### config.mk
export PLATFORM = sky130hd
export DESIGN_NAME = hfii_seq
export DESIGN_NICKNAME = d
export VERILOG_FILES = /design/src/rtl/hfii_pkg.sv /design/src/rtl/hfii_seq.sv
export SDC_FILE = /design/constraint.sdc
export NUM_CORES = 1
export LEC_CHECK = 0
export BUFFER_PORTS_ARGS = -buffer_cell sky130_fd_sc_hd__clkbuf_2
export CAP_MARGIN = 10
export CORE_UTILIZATION = 55
export CTS_CLUSTER_DIAMETER = 50
export DETAILED_ROUTE_END_ITERATION = 16
export PLACE_DENSITY = 0.89
export SETUP_SLACK_MARGIN = 0.05
export SYNTH_ARGS = -nofsm -noshare
export SYNTH_HDL_FRONTEND = slang
export SYNTH_SLANG_ARGS = --single-unit
### constraint.sdc
create_clock -name clk -period 2.4 [get_ports clk]
set_input_delay 0.12 -clock clk [delete_from_list [all_inputs] [get_ports clk]]
set_output_delay 0.12 -clock clk [all_outputs]
set_load 0.01 [all_outputs]
### src/rtl/hfii_pkg.sv
// Shared types, constants and the microcode table of the Haar feature unit.
`default_nettype none

package hfii_pkg;

	localparam int unsigned STRIDE_W = 11;
	localparam int unsigned CORD_W   = 12;	// padded row or column of one corner
	localparam int unsigned CA_W     = 24;	// full corner address before the range check
	localparam int unsigned PC_W     = 6;

	localparam logic [STRIDE_W-1:0] STRIDE_RESET = 11'd128;

	localparam logic REQ_WRITE   = 1'b0;
	localparam logic REQ_FEATURE = 1'b1;

	localparam logic [2:0] FT_TWO_H   = 3'd0;
	localparam logic [2:0] FT_TWO_V   = 3'd1;
	localparam logic [2:0] FT_THREE_H = 3'd2;
	localparam logic [2:0] FT_CHECKER = 3'd3;
	localparam logic [2:0] FT_THREE_V = 3'd4;

	localparam logic [PC_W-1:0] ENT_TWO_H   = 6'd0;
	localparam logic [PC_W-1:0] ENT_TWO_V   = 6'd6;
	localparam logic [PC_W-1:0] ENT_THREE_H = 6'd12;
	localparam logic [PC_W-1:0] ENT_CHECKER = 6'd20;
	localparam logic [PC_W-1:0] ENT_THREE_V = 6'd29;
	localparam logic [PC_W-1:0] ENT_ZERO    = 6'd37;

	typedef struct packed {
		logic        req_type;
		logic [13:0] write_addr;
		logic [31:0] write_value;
		logic [2:0]  feature_type;
		logic [9:0]  start_x;
		logic [9:0]  start_y;
		logic [9:0]  scale_x;
		logic [9:0]  scale_y;
	} req_t;

	typedef struct packed {
		logic signed [31:0] feature_value;
		logic               address_error;
	} rsp_t;

	// weight applied to one corner word
	typedef enum logic [2:0] {
		COEF_ZERO,
		COEF_P1,
		COEF_M1,
		COEF_P2,
		COEF_M2,
		COEF_P3,
		COEF_M3,
		COEF_P4
	} coef_t;

	typedef struct packed {
		logic [1:0] col;	// grid column of the corner
		logic [1:0] row;	// grid row of the corner
		coef_t      coef;
		logic       check;	// bottom-right corner: test it against the memory size
		logic       first;	// opens the sum
		logic       last;	// closes the routine
	} ucode_t;

	typedef struct packed {
		logic   vld;
		ucode_t uw;
	} ctrl_t;

	function automatic ucode_t mk(input logic [1:0] c, input logic [1:0] r,
			input coef_t k, input logic head, input logic tail);
		ucode_t w;
		w.col   = c;
		w.row   = r;
		w.coef  = k;
		w.check = head;
		w.first = head;
		w.last  = tail;
		return w;
	endfunction

	function automatic logic [PC_W-1:0] entry_pc(input logic [2:0] ft);
		logic [PC_W-1:0] p;
		unique case (ft)
			FT_TWO_H:   p = ENT_TWO_H;
			FT_TWO_V:   p = ENT_TWO_V;
			FT_THREE_H: p = ENT_THREE_H;
			FT_CHECKER: p = ENT_CHECKER;
			FT_THREE_V: p = ENT_THREE_V;
			default:    p = ENT_ZERO;
		endcase
		return p;
	endfunction

	// Each known pattern's routine opens with its bottom-right corner, which is the highest address.
	function automatic ucode_t ucode_rom(input logic [PC_W-1:0] pc);
		ucode_t w;
		unique case (pc)
			// two side by side
			6'd0:  w = mk(2'd2, 2'd1, COEF_M1, 1'b1, 1'b0);
			6'd1:  w = mk(2'd0, 2'd0, COEF_P1, 1'b0, 1'b0);
			6'd2:  w = mk(2'd0, 2'd1, COEF_M1, 1'b0, 1'b0);
			6'd3:  w = mk(2'd1, 2'd0, COEF_M2, 1'b0, 1'b0);
			6'd4:  w = mk(2'd1, 2'd1, COEF_P2, 1'b0, 1'b0);
			6'd5:  w = mk(2'd2, 2'd0, COEF_P1, 1'b0, 1'b1);
			// two stacked
			6'd6:  w = mk(2'd1, 2'd2, COEF_M1, 1'b1, 1'b0);
			6'd7:  w = mk(2'd0, 2'd0, COEF_P1, 1'b0, 1'b0);
			6'd8:  w = mk(2'd0, 2'd2, COEF_P1, 1'b0, 1'b0);
			6'd9:  w = mk(2'd1, 2'd0, COEF_M1, 1'b0, 1'b0);
			6'd10: w = mk(2'd0, 2'd1, COEF_M2, 1'b0, 1'b0);
			6'd11: w = mk(2'd1, 2'd1, COEF_P2, 1'b0, 1'b1);
			// three side by side
			6'd12: w = mk(2'd3, 2'd1, COEF_P1, 1'b1, 1'b0);
			6'd13: w = mk(2'd0, 2'd0, COEF_P1, 1'b0, 1'b0);
			6'd14: w = mk(2'd0, 2'd1, COEF_M1, 1'b0, 1'b0);
			6'd15: w = mk(2'd3, 2'd0, COEF_M1, 1'b0, 1'b0);
			6'd16: w = mk(2'd1, 2'd0, COEF_M3, 1'b0, 1'b0);
			6'd17: w = mk(2'd2, 2'd1, COEF_M3, 1'b0, 1'b0);
			6'd18: w = mk(2'd1, 2'd1, COEF_P3, 1'b0, 1'b0);
			6'd19: w = mk(2'd2, 2'd0, COEF_P3, 1'b0, 1'b1);
			// checkerboard
			6'd20: w = mk(2'd2, 2'd2, COEF_P1, 1'b1, 1'b0);
			6'd21: w = mk(2'd0, 2'd0, COEF_P1, 1'b0, 1'b0);
			6'd22: w = mk(2'd0, 2'd2, COEF_P1, 1'b0, 1'b0);
			6'd23: w = mk(2'd2, 2'd0, COEF_P1, 1'b0, 1'b0);
			6'd24: w = mk(2'd0, 2'd1, COEF_M2, 1'b0, 1'b0);
			6'd25: w = mk(2'd1, 2'd2, COEF_M2, 1'b0, 1'b0);
			6'd26: w = mk(2'd1, 2'd0, COEF_M2, 1'b0, 1'b0);
			6'd27: w = mk(2'd2, 2'd1, COEF_M2, 1'b0, 1'b0);
			6'd28: w = mk(2'd1, 2'd1, COEF_P4, 1'b0, 1'b1);
			// three stacked
			6'd29: w = mk(2'd1, 2'd3, COEF_P1, 1'b1, 1'b0);
			6'd30: w = mk(2'd0, 2'd0, COEF_P1, 1'b0, 1'b0);
			6'd31: w = mk(2'd0, 2'd3, COEF_M1, 1'b0, 1'b0);
			6'd32: w = mk(2'd1, 2'd0, COEF_M1, 1'b0, 1'b0);
			6'd33: w = mk(2'd0, 2'd1, COEF_M3, 1'b0, 1'b0);
			6'd34: w = mk(2'd1, 2'd2, COEF_M3, 1'b0, 1'b0);
			6'd35: w = mk(2'd0, 2'd2, COEF_P3, 1'b0, 1'b0);
			6'd36: w = mk(2'd1, 2'd1, COEF_P3, 1'b0, 1'b1);
			// unknown pattern: one empty word, result zero
			default: begin
				w       = mk(2'd0, 2'd0, COEF_ZERO, 1'b0, 1'b1);
				w.first = 1'b1;
			end
		endcase
		return w;
	endfunction

endpackage

`default_nettype wire

### src/rtl/hfii_seq.sv
// Microcode sequencer: step counter, dispatch on pattern and control word issue.
`default_nettype none

module hfii_seq (
	input  wire logic                clk,
	input  wire logic                arst_n,
	input  wire logic                ld,
	input  wire logic [2:0]          ftype,
	input  wire logic                fin,
	output logic                     busy,
	output hfii_pkg::ctrl_t          ctrl
);
	import hfii_pkg::*;

	typedef enum logic [1:0] {
		S_IDLE,
		S_RUN,
		S_WAIT
	} st_t;

	st_t             st_q;
	logic [PC_W-1:0] pc_q;
	ucode_t          uw;

	assign uw        = ucode_rom(pc_q);
	assign ctrl.vld  = (st_q == S_RUN);
	assign ctrl.uw   = uw;
	assign busy      = (st_q != S_IDLE);

	always_ff @(posedge clk or negedge arst_n) begin
		if (!arst_n) begin
			st_q <= S_IDLE;
			pc_q <= '0;
		end else begin
			unique case (st_q)
				S_IDLE: if (ld) begin
					pc_q <= entry_pc(ftype);
					st_q <= S_RUN;
				end
				S_RUN: begin
					pc_q <= pc_q + PC_W'(1);
					if (uw.last) st_q <= S_WAIT;
				end
				// hold until the last word leaves the datapath
				S_WAIT: if (fin) st_q <= S_IDLE;
				default: st_q <= S_IDLE;
			endcase
		end
	end

endmodule

`default_nettype wire

==> out/summary.txt, run 1 <==
Outcome: completed
Max Clk Rate: 441.9 MHz
VDD IR max: 0.001028 V
Boundary Pins: 19
NetSw: 1.084 mW
EDFF count, synth: 0
Die width: 47.20 µm
Pre-CTS WS: 301.0 ps
Vias in the first global route: 991
Drt initial violations: 85
Worst Path Buf+Inv: 2
Avg Vias per Cell: 6.623
Final hold vios: 0
Hold depth: 3
Fill count: 161
Area grow syn2layout: 13.03%
R2R Setup Slk: 360 ps
Reg-to-Reg End: st_q[1]$_DFFE_PN0P_
Placed Area: 1184 µm²
Min Hold Slack: 174.6 ps
Minimum clock period: 2263 ps
Die height: 47.20 µm
RSZ-0062 raised after global routing: false
Critical path launch point type: flip-flop
Ys async rst share: 100.0%
Comb pwr share: 76.0%
#FFs+latches synth: 8
Final GP Congestion: 0.9405
HP Start: fin
Final Max Tran Viols: 0
Row count: 15
Worst Path Required: 2280 ps
Skew final: 9.163 ps
Synth Cell Area: 1124 µm²
Clk sinks: 8
Total Wirelength: 3006 µm
Routed vias: 1212
Worst Hold Class: input pin to flip-flop
CTS tree: yes
Worst Path Arrival: 2140 ps
Storage cell area: 203.9 µm²
TritonCTS Buffers: 3
Nets: 175
Worst setup margin: 137.0 ps
Worst setup path class: flip-flop to output pin
Crit-path max FO: 7
Net Sw Frac: 52.99%
Remaining DRCs: 0
Crit path top cell by count: ha_1
Max-cap violations: 0
Core area: 1821 µm²
Slew HR: 65.71%
PD cells: 1611 nW/µm²
Most frequent cells after synthesis: 11 x nand2_1, 9 x a21oi_1, 8 x dfrtp_1, 8 x ha_1, 8 x nor2_1
Syn nets: 156
Global-route wire length before repair: 4422 µm
Clock Tree Buf Depth: 2
Clk_lat worst skew: 260 ps
Clk pin slew, worst setup/hold paths: 60 ps
Worst-margin pin slew: 514.3 ps
CP Capture Type: output pin
Max H-tree Level: 1
Area contributors post-synth: dfrtp_1 18%, ha_1 8.9%, a21oi_1 4.0%, nand2_1 3.7%, nand2b_1 2.8%
Finished Cell Area: 1270 µm²
Main synth FF type: dfrtp_1
Multi-input gate area: 824.5 µm²
Ant diodes: 0
Leak: 0.5613 nW
Pint: 962.1 µW
CP top delay family: adder cells
Final setup TNS: 0 ps
Ys Warns: 0
Total congestion overflow: 0
Worst-path cell chain: buf_12, ha_1, ha_1, and2_1, a2111oi_2, a211oi_2, clkbuf_2
Post-synth top area share: 17.82%
Most frequent cell after synthesis: nand2_1
Routed Antenna Nets: 0
Largest stage delay on the critical path: 440 ps
Sequential power share: 18.8%
Die area: 2228 µm²
Initial Util: 61.72%
Layout cells sized above 1: 27.85%
Clock Power Share: 5.2%
Reg2Reg Depth: 7
Global-route usage over all layers: 28.22%
Sequential area share after synthesis: 17.82%
Drt first pass iters: 5
Per-cell routed wire length: 16.43 µm
Hold Path End: st_q[1]$_DFFE_PN0P_
Post-DP HPWL: 2029 µm
Initial antenna violation count: 0
Syn_area_per_cell: 7.969 µm²
Fin crit share: 94.29%
Largest net degree at the start of global routing: 31
Post-synth cell types: 57
Yosys top cell by area: dfrtp_1
IO buf count: 18
Mapped Cells: 141
Setup violators final: 0
Slowest cell on the critical path: dfrtp_2
Reg2reg start: pc_q[0]$_DFFE_PN0P_
Clk root buf: clkbuf_4
## worst max-delay path by stage
stage	end	slack (ps)	depth (start not counted)	from
after floorplan	st_q[1]$_DFFE_PN0P_	570	6	pc_q[1]$_DFFE_PN0P_
after global placement	ctrl[8]	390	7	pc_q[0]$_DFFE_PN0P_
after detailed placement	ctrl[8]	300	7	pc_q[0]$_DFFE_PN0P_
after CTS	ctrl[6]	140	7	pc_q[0]$_DFFE_PN0P_
after global routing	ctrl[0]	90	7	pc_q[0]$_DFFE_PN0P_
final	ctrl[0]	140	7	pc_q[0]$_DFFE_PN0P_
## tightest hold or removal path: cells and delay by family
family | cells | cell delay, ps
AOI/OAI and AO/OA | 1 | 140
buffers and inverters | 1 | 80
and+or+nand+nor | 1 | 50
## stage by stage
stage | power [mW] | utilization (%) | std cells
3_5_place_dp | 1.795 | 65.02 | 174
5_1_grt | 2.205 | 69.76 | 183
4_1_cts | 1.913 | 66.94 | 178
3_3_place_gp | 1.757 | 65.02 | 174
6_report | 2.047 | 69.76 | 183
2_1_floorplan | 1.461 | - | 141
## cells in the final DEF, fill, tap and decap left out, types with 4 or more instances in the layout
master and instances:
o21ai_1 5, a21oi_1 9, buf_4 6, nand2b_1 5, dfrtp_1 5, nand2_1 11
ha_1 8, inv_1 4, nand3_1 4, o22ai_1 5, clkbuf_2 18, o21ai_0 5
nor2_1 8
## power groups by stage
stage | clock (mW) | sequential, mW | combinational (mW)
finish | 0.107 | 0.385 | 1.55
global route | 0.112 | 0.399 | 1.69
CTS | 0.110 | 0.402 | 1.40
detailed placement | 0 | 0.401 | 1.39
global placement | 0 | 0.394 | 1.36
floorplan | 0 | 0.257 | 1.20
## cells by family (layout without fill, tap and decap cells)
logic type | after synthesis | count (layout) | synth area share [%]
buffers and inverters | 18 | 35 | 8.797
and+or+nand+nor | 43 | 43 | 20.05
AOI/OAI and AO/OA | 56 | 56 | 36.97
muxes | 7 | 7 | 6.681
adders and majority gates | 8 | 8 | 8.909
xor gates and xnor gates | 1 | 1 | 0.7797
DFF | 8 | 8 | 17.82
## flip-flops by register name, summed over array words and instances, names as in the netlist
| signal | cells |
|---|---|
| pc_q | 6 |
| st_q | 2 |
## final cells by class
type / count / area share (%)
clock buffers: 3 / 1.773
inverters: 6 / 1.773
multi-input cells: 115 / 64.93
flip-flops and latches: 8 / 16.06
well taps: 25 / 2.463
repair buffers: 26 / 13.00
## repair_timing
| item | in CTS | in global routing |
|---|---|---|
| hold buffers | 1 | 0 |
| gates cloned | 0 | 0 |
| setup endpoints to repair | 3 | 3 |
| endpoints found under the hold margin | 8 | 0 |
| resized for setup | 2 | 1 |
| buffers inserted | 0 | 5 |
## metal layers
| metal | up-vias | GRT usage, % | share of wire, % |
|---|---|---|---|
| met1 | 559 | 40.93 | 43 |
| li1 | 576 | - | - |
| met4 | 0 | 12.57 | 1.3 |
| met3 | 5 | 3.462 | 8.8 |
| met5 | - | 0 | 0 |
| met2 | 72 | 41.67 | 47 |
No activity file was read; power rests on OpenSTA's default activity.
==> run 2, diff against run 1 <==
Settings changed: CORE_UTILIZATION 55 to 56, PLACE_DENSITY 0.89 to 0.91.
==> run 2 against run 1 <==
  * Critical path type unchanged
  * Routed wire length is 2.1% lower
  * Clock-buffer cell count unchanged
  * Global-route usage grew 1.6 points
  * Final area down 1.6%
==> out/summary.txt, run 2 (synthesis gave the netlist of run 1 again) <==
Most common cell after layout, fill and taps aside: clkbuf_2
Worst setup path class: flip-flop to output pin
CP top delay family: compound AO/OA/AOI/OAI gates
Final hold vios: 0
Slowest cell on the critical path: dfrtp_2
Slew HR: 63.64%
Layout Utilization: 69.38%
Worst setup margin: 137.1 ps
Ant diodes: 0
Crit path to: ctrl[0]
Per-cell routed wire length: 16.18 µm
Drt first pass iters: 4
Placed Area: 1184 µm²
Worst Hold Class: input pin to flip-flop
CP Depth: 7
Reg2Reg Depth: 7
Area grow syn2layout: 11.25%
Crit-path max FO: 7
Largest net degree at the start of global routing: 31
Reg-to-Reg End: st_q[0]$_DFFE_PN0P_
Clk pin slew, worst setup/hold paths: 50 ps
Die area: 2189 µm²
PD cells: 1598 nW/µm²
Clock Tree Buf Depth: 2
Largest register by flop count: pc_q
Post-DP HPWL: 2031 µm
Nets: 174
Total congestion overflow: 0
Final GP Congestion: 0.9154
Max reg flops: 6
Worst-margin pin slew: 545.5 ps
Avg Vias per Cell: 6.676
Core area: 1802 µm²
Row count: 15
Layout cells sized above 1: 27.39%
Fin crit share: 94.29%
Global-route usage over all layers: 29.81%
Die height: 46.79 µm
Crit path top cell by count: ha_1
Most frequent cells in the layout: 18 x clkbuf_2, 11 x nand2_1, 9 x a21oi_1
Min Hold Slack: 160.9 ps
RSZ-0062 raised after global routing: false
Vias in the first global route: 1014
Setup violators final: 0
Initial antenna violation count: 0
Clk_lat worst skew: 250 ps
Max Clk Rate: 441.9 MHz
Worst-path cell chain: buf_4, ha_1, ha_1, and2_1, a2111oi_2, a211oi_2, clkbuf_2
Finished Cell Area: 1250 µm²
Largest stage delay on the critical path: 450 ps
Remaining DRCs: 0
Initial Util: 62.36%
Pre-CTS WS: 277.5 ps
Max H-tree Level: 1
Boundary Pins: 19
TritonCTS Buffers: 3
Routed vias: 1215
VDD IR max: 0.0008726 V
Leak: 0.5519 nW
Critical path launch point type: flip-flop
Die width: 46.79 µm
IO buf count: 18
CP Capture Type: output pin
Total Wirelength: 2944 µm
Global-route wire length before repair: 4623 µm
Skew final: 5.872 ps
Final Max Tran Viols: 0
Critical path startpoint: pc_q[0]$_DFFE_PN0P_
Final setup TNS: 0 ps
R2R Setup Slk: 360 ps
Reg2reg start: pc_q[0]$_DFFE_PN0P_
CTS tree: yes
Largest registers: pc_q: 6 flops, st_q: 2 flops
Max-cap violations: 0
Minimum clock period: 2263 ps
Worst Path Required: 2280 ps
Worst Path Arrival: 2140 ps
Routed Antenna Nets: 0
Outcome: completed
Worst Path Buf+Inv: 2
Clk sinks: 8
Drt initial violations: 76
Clk root buf: clkbuf_4
-- run 2: cell types whose count changed in the layout (fill, tap and decap cells not counted) --
| cell | change |
|---|---|
| buf_12 | -1 |
-- run 2: timing repair --
action	in CTS	in global routing
setup buffers	0	4
setup endpoints to repair	2	3
hold buffers	1	0
endpoints found under the hold margin	8	0
gates resized for setup	2	1
-- run 2: worst min-delay path by stage --
stage / from / endpoint / cells after the start
floorplan: arst_n / pc_q[0]$_DFFE_PN0P_ / 0
global placement: arst_n / pc_q[2]$_DFFE_PN0P_ / 1
detailed placement: arst_n / pc_q[4]$_DFFE_PN0P_ / 1
CTS: fin / st_q[1]$_DFFE_PN0P_ / 3
global route: fin / st_q[1]$_DFFE_PN0P_ / 3
finish: fin / st_q[1]$_DFFE_PN0P_ / 3
-- run 2: report_power, final --
| part | total (mW) | leakage (nW) | internal (mW) | switching (mW) |
|---|---|---|---|---|
| logic | 1.49 | 0.446 | 0.670 | 0.825 |
| registers | 0.402 | 0.0920 | 0.201 | 0.200 |
| clock network | 0.101 | 0.0138 | 0.0571 | 0.0440 |
-- run 2: routing by layer --
| metal | wire [µm] | track usage, % |
|---|---|---|
| met5 | 0 | 0 |
| met4 | 63 | 10.86 |
| met1 | 1223 | 36.88 |
| met3 | 235 | 3.846 |
| met2 | 1422 | 52.78 |
-- run 2: cell type report --
type,instances,area (µm²)
Multi-Input combinational cell,115,824.5
Fill cell,158,551.8
Sequential cell,8,203.9
Timing Repair Buffer,25,145.1
Tap cell,25,31.28
Clock buffer,3,22.52
Inverter,6,22.52
-- run 2: worst min-delay path, cell delays in order --
cell	delay [ps]
clkbuf_2	80
nor3b_1	40
a21o_1	140
-- run 2: metrics by stage --
stage / std cells / power (mW)
2_1_floorplan: 141 / 1.461
3_3_place_gp: 174 / 1.749
3_5_place_dp: 174 / 1.800
4_1_cts: 178 / 1.920
5_1_grt: 182 / 2.149
6_report: 182 / 1.997
==> run 3, diff against run 2 <==
Settings changed: PLACE_DENSITY 0.91 to 0.79, RECOVER_POWER from default to 25.
==> run 3 against run 2 <==
  * Clock skew is 5.3 ps higher
  * Setup slack worse by 5.6 ps
  * Worst hold slack better by 8.7 ps
  * Clock power is 4% higher
  * Sequential cell count is the same
  * Sequential power up 4%
  * Final area fell by 2.4%
  * Critical endpoint is now ctrl[7]
==> out/summary.txt, run 3 (synthesis gave the netlist of run 1 again) <==
Critical path startpoint: pc_q[1]$_DFFE_PN0P_
Drt first pass iters: 5
Ant diodes: 0
Worst-margin pin slew: 679.9 ps
Leak: 0.5288 nW
Final GP Congestion: 0.9330
Worst Path Arrival: 2150 ps
Largest stage delay on the critical path: 490 ps
Pre-CTS WS: 323.2 ps
Final hold vios: 0
Clk sinks: 8
Max H-tree Level: 1
Final Max Tran Viols: 0
Worst Path Buf+Inv: 2
Worst setup path class: flip-flop to output pin
Minimum clock period: 2269 ps
Placed Cells: 174
Nets: 170
Per-cell routed wire length: 16.11 µm
Vias in the first global route: 966
Layout cells sized above 1: 24.84%
Outcome: completed
Avg Vias per Cell: 6.511
Critical path launch point type: flip-flop
Min Hold Slack: 169.6 ps
TritonCTS Buffers: 3
Initial Util: 62.36%
Slew HR: 54.68%
Crit-path max FO: 10
Worst Hold Class: input pin to flip-flop
RSZ-0062 raised after global routing: false
Die height: 46.79 µm
Most frequent cells in the layout: 17 x clkbuf_2, 11 x nand2_1, 9 x a21oi_1
Clock Tree Buf Depth: 2
Total Wirelength: 2868 µm
Crit path to: ctrl[7]
IO buf count: 18
Area grow syn2layout: 8.575%
R2R Setup Slk: 430 ps
Die area: 2189 µm²
Worst setup margin: 131.5 ps
Layout Utilization: 67.71%
Reg-to-Reg End: st_q[1]$_DFFE_PN0P_
Largest net degree at the start of global routing: 31
Max-cap violations: 0
Row count: 15
Reg2reg start: pc_q[0]$_DFFE_PN0P_
Clk_lat worst skew: 260 ps
Worst-path cell chain: inv_1, ha_1, mux2_1, nand2_1, a32o_1, o32ai_1, clkbuf_2
Initial antenna violation count: 0
Global-route usage over all layers: 28.75%
Remaining DRCs: 0
Multi-input gate area: 827.0 µm²
Largest register by flop count: pc_q
Routed vias: 1159
Core area: 1802 µm²
Global-route wire length before repair: 4471 µm
CP top delay family: flip-flops
CTS tree: yes
Storage cell area: 202.7 µm²
Worst Path Required: 2280 ps
PD cells: 1598 nW/µm²
Finished Layout Cells: 178
Skew final: 11.22 ps
Fin crit share: 94.52%
Die width: 46.79 µm
CP Depth: 7
Routed Antenna Nets: 0
Fill count: 171
Largest registers: pc_q: 6 flops, st_q: 2 flops
Reg2Reg Depth: 6
Max reg flops: 6
Clk pin slew, worst setup/hold paths: 60 ps
Final setup TNS: 0 ps
VDD IR max: 0.001077 V
Drt initial violations: 52
Slowest cell on the critical path: dfrtp_2
Clk root buf: clkbuf_4
Post-DP HPWL: 2053 µm
Boundary Pins: 19
Total congestion overflow: 0
Setup violators final: 0
CP Capture Type: output pin
Max Clk Rate: 440.8 MHz
Most common cell after layout, fill and taps aside: clkbuf_2
## run 3: per-stage QoR
stage	power, mW	area (µm²)
final	1.949	1220
after global placement	1.776	1184
after CTS	1.916	1217
after floorplan	1.461	1124
after detailed placement	1.797	1184
after global routing	2.103	1220
## run 3: final cells by class
cell class,count,share of cell area [%]
well taps,25,2.564
flip-flops and latches,8,16.62
multi-input cells,115,67.79
inverters,6,1.846
clock buffers,3,1.846
repair buffers,21,9.333
## run 3: routing by layer
layer  GRT usage, %  part of all wire (%)  vias to the layer above  wire length [µm]
met1          41.04                    44                      529              1264
met2          43.89                    46                       67              1307
li1               -                     -                      557                 -
met3          4.615                   9.0                        6               258
met4          10.29                   1.3                        0                38
met5              0                     0                        -                 0
## run 3: what timing repair did
item | 4_1_cts | 5_1_grt
gates cloned | 0 | 0
hold buffers | 1 | 0
setup buffers | 0 | 0
endpoints found under the hold margin | 8 | 0
setup endpoints to repair | 2 | 8
gates resized for setup | 1 | 2
## run 3: report_power, final
group / switching, mW / internal [mW]
sequential: 0.221 / 0.199
clock: 0.0478 / 0.0574
combinational: 0.781 / 0.642
total: 1.05 / 0.898
## run 3: worst min-delay path by stage
stage	end	start	depth (start not counted)
6_report	st_q[1]$_DFFE_PN0P_	fin	3
5_1_grt	st_q[1]$_DFFE_PN0P_	fin	3
4_1_cts	st_q[1]$_DFFE_PN0P_	fin	3
3_5_place_dp	pc_q[3]$_DFFE_PN0P_	arst_n	1
3_3_place_gp	pc_q[2]$_DFFE_PN0P_	arst_n	1
2_1_floorplan	pc_q[0]$_DFFE_PN0P_	arst_n	0
## run 3: worst min-delay path: cells and delay by family
family	cells	cell delay, ps
compound gates	1	150
buf+inv	1	70
simple gates	1	40
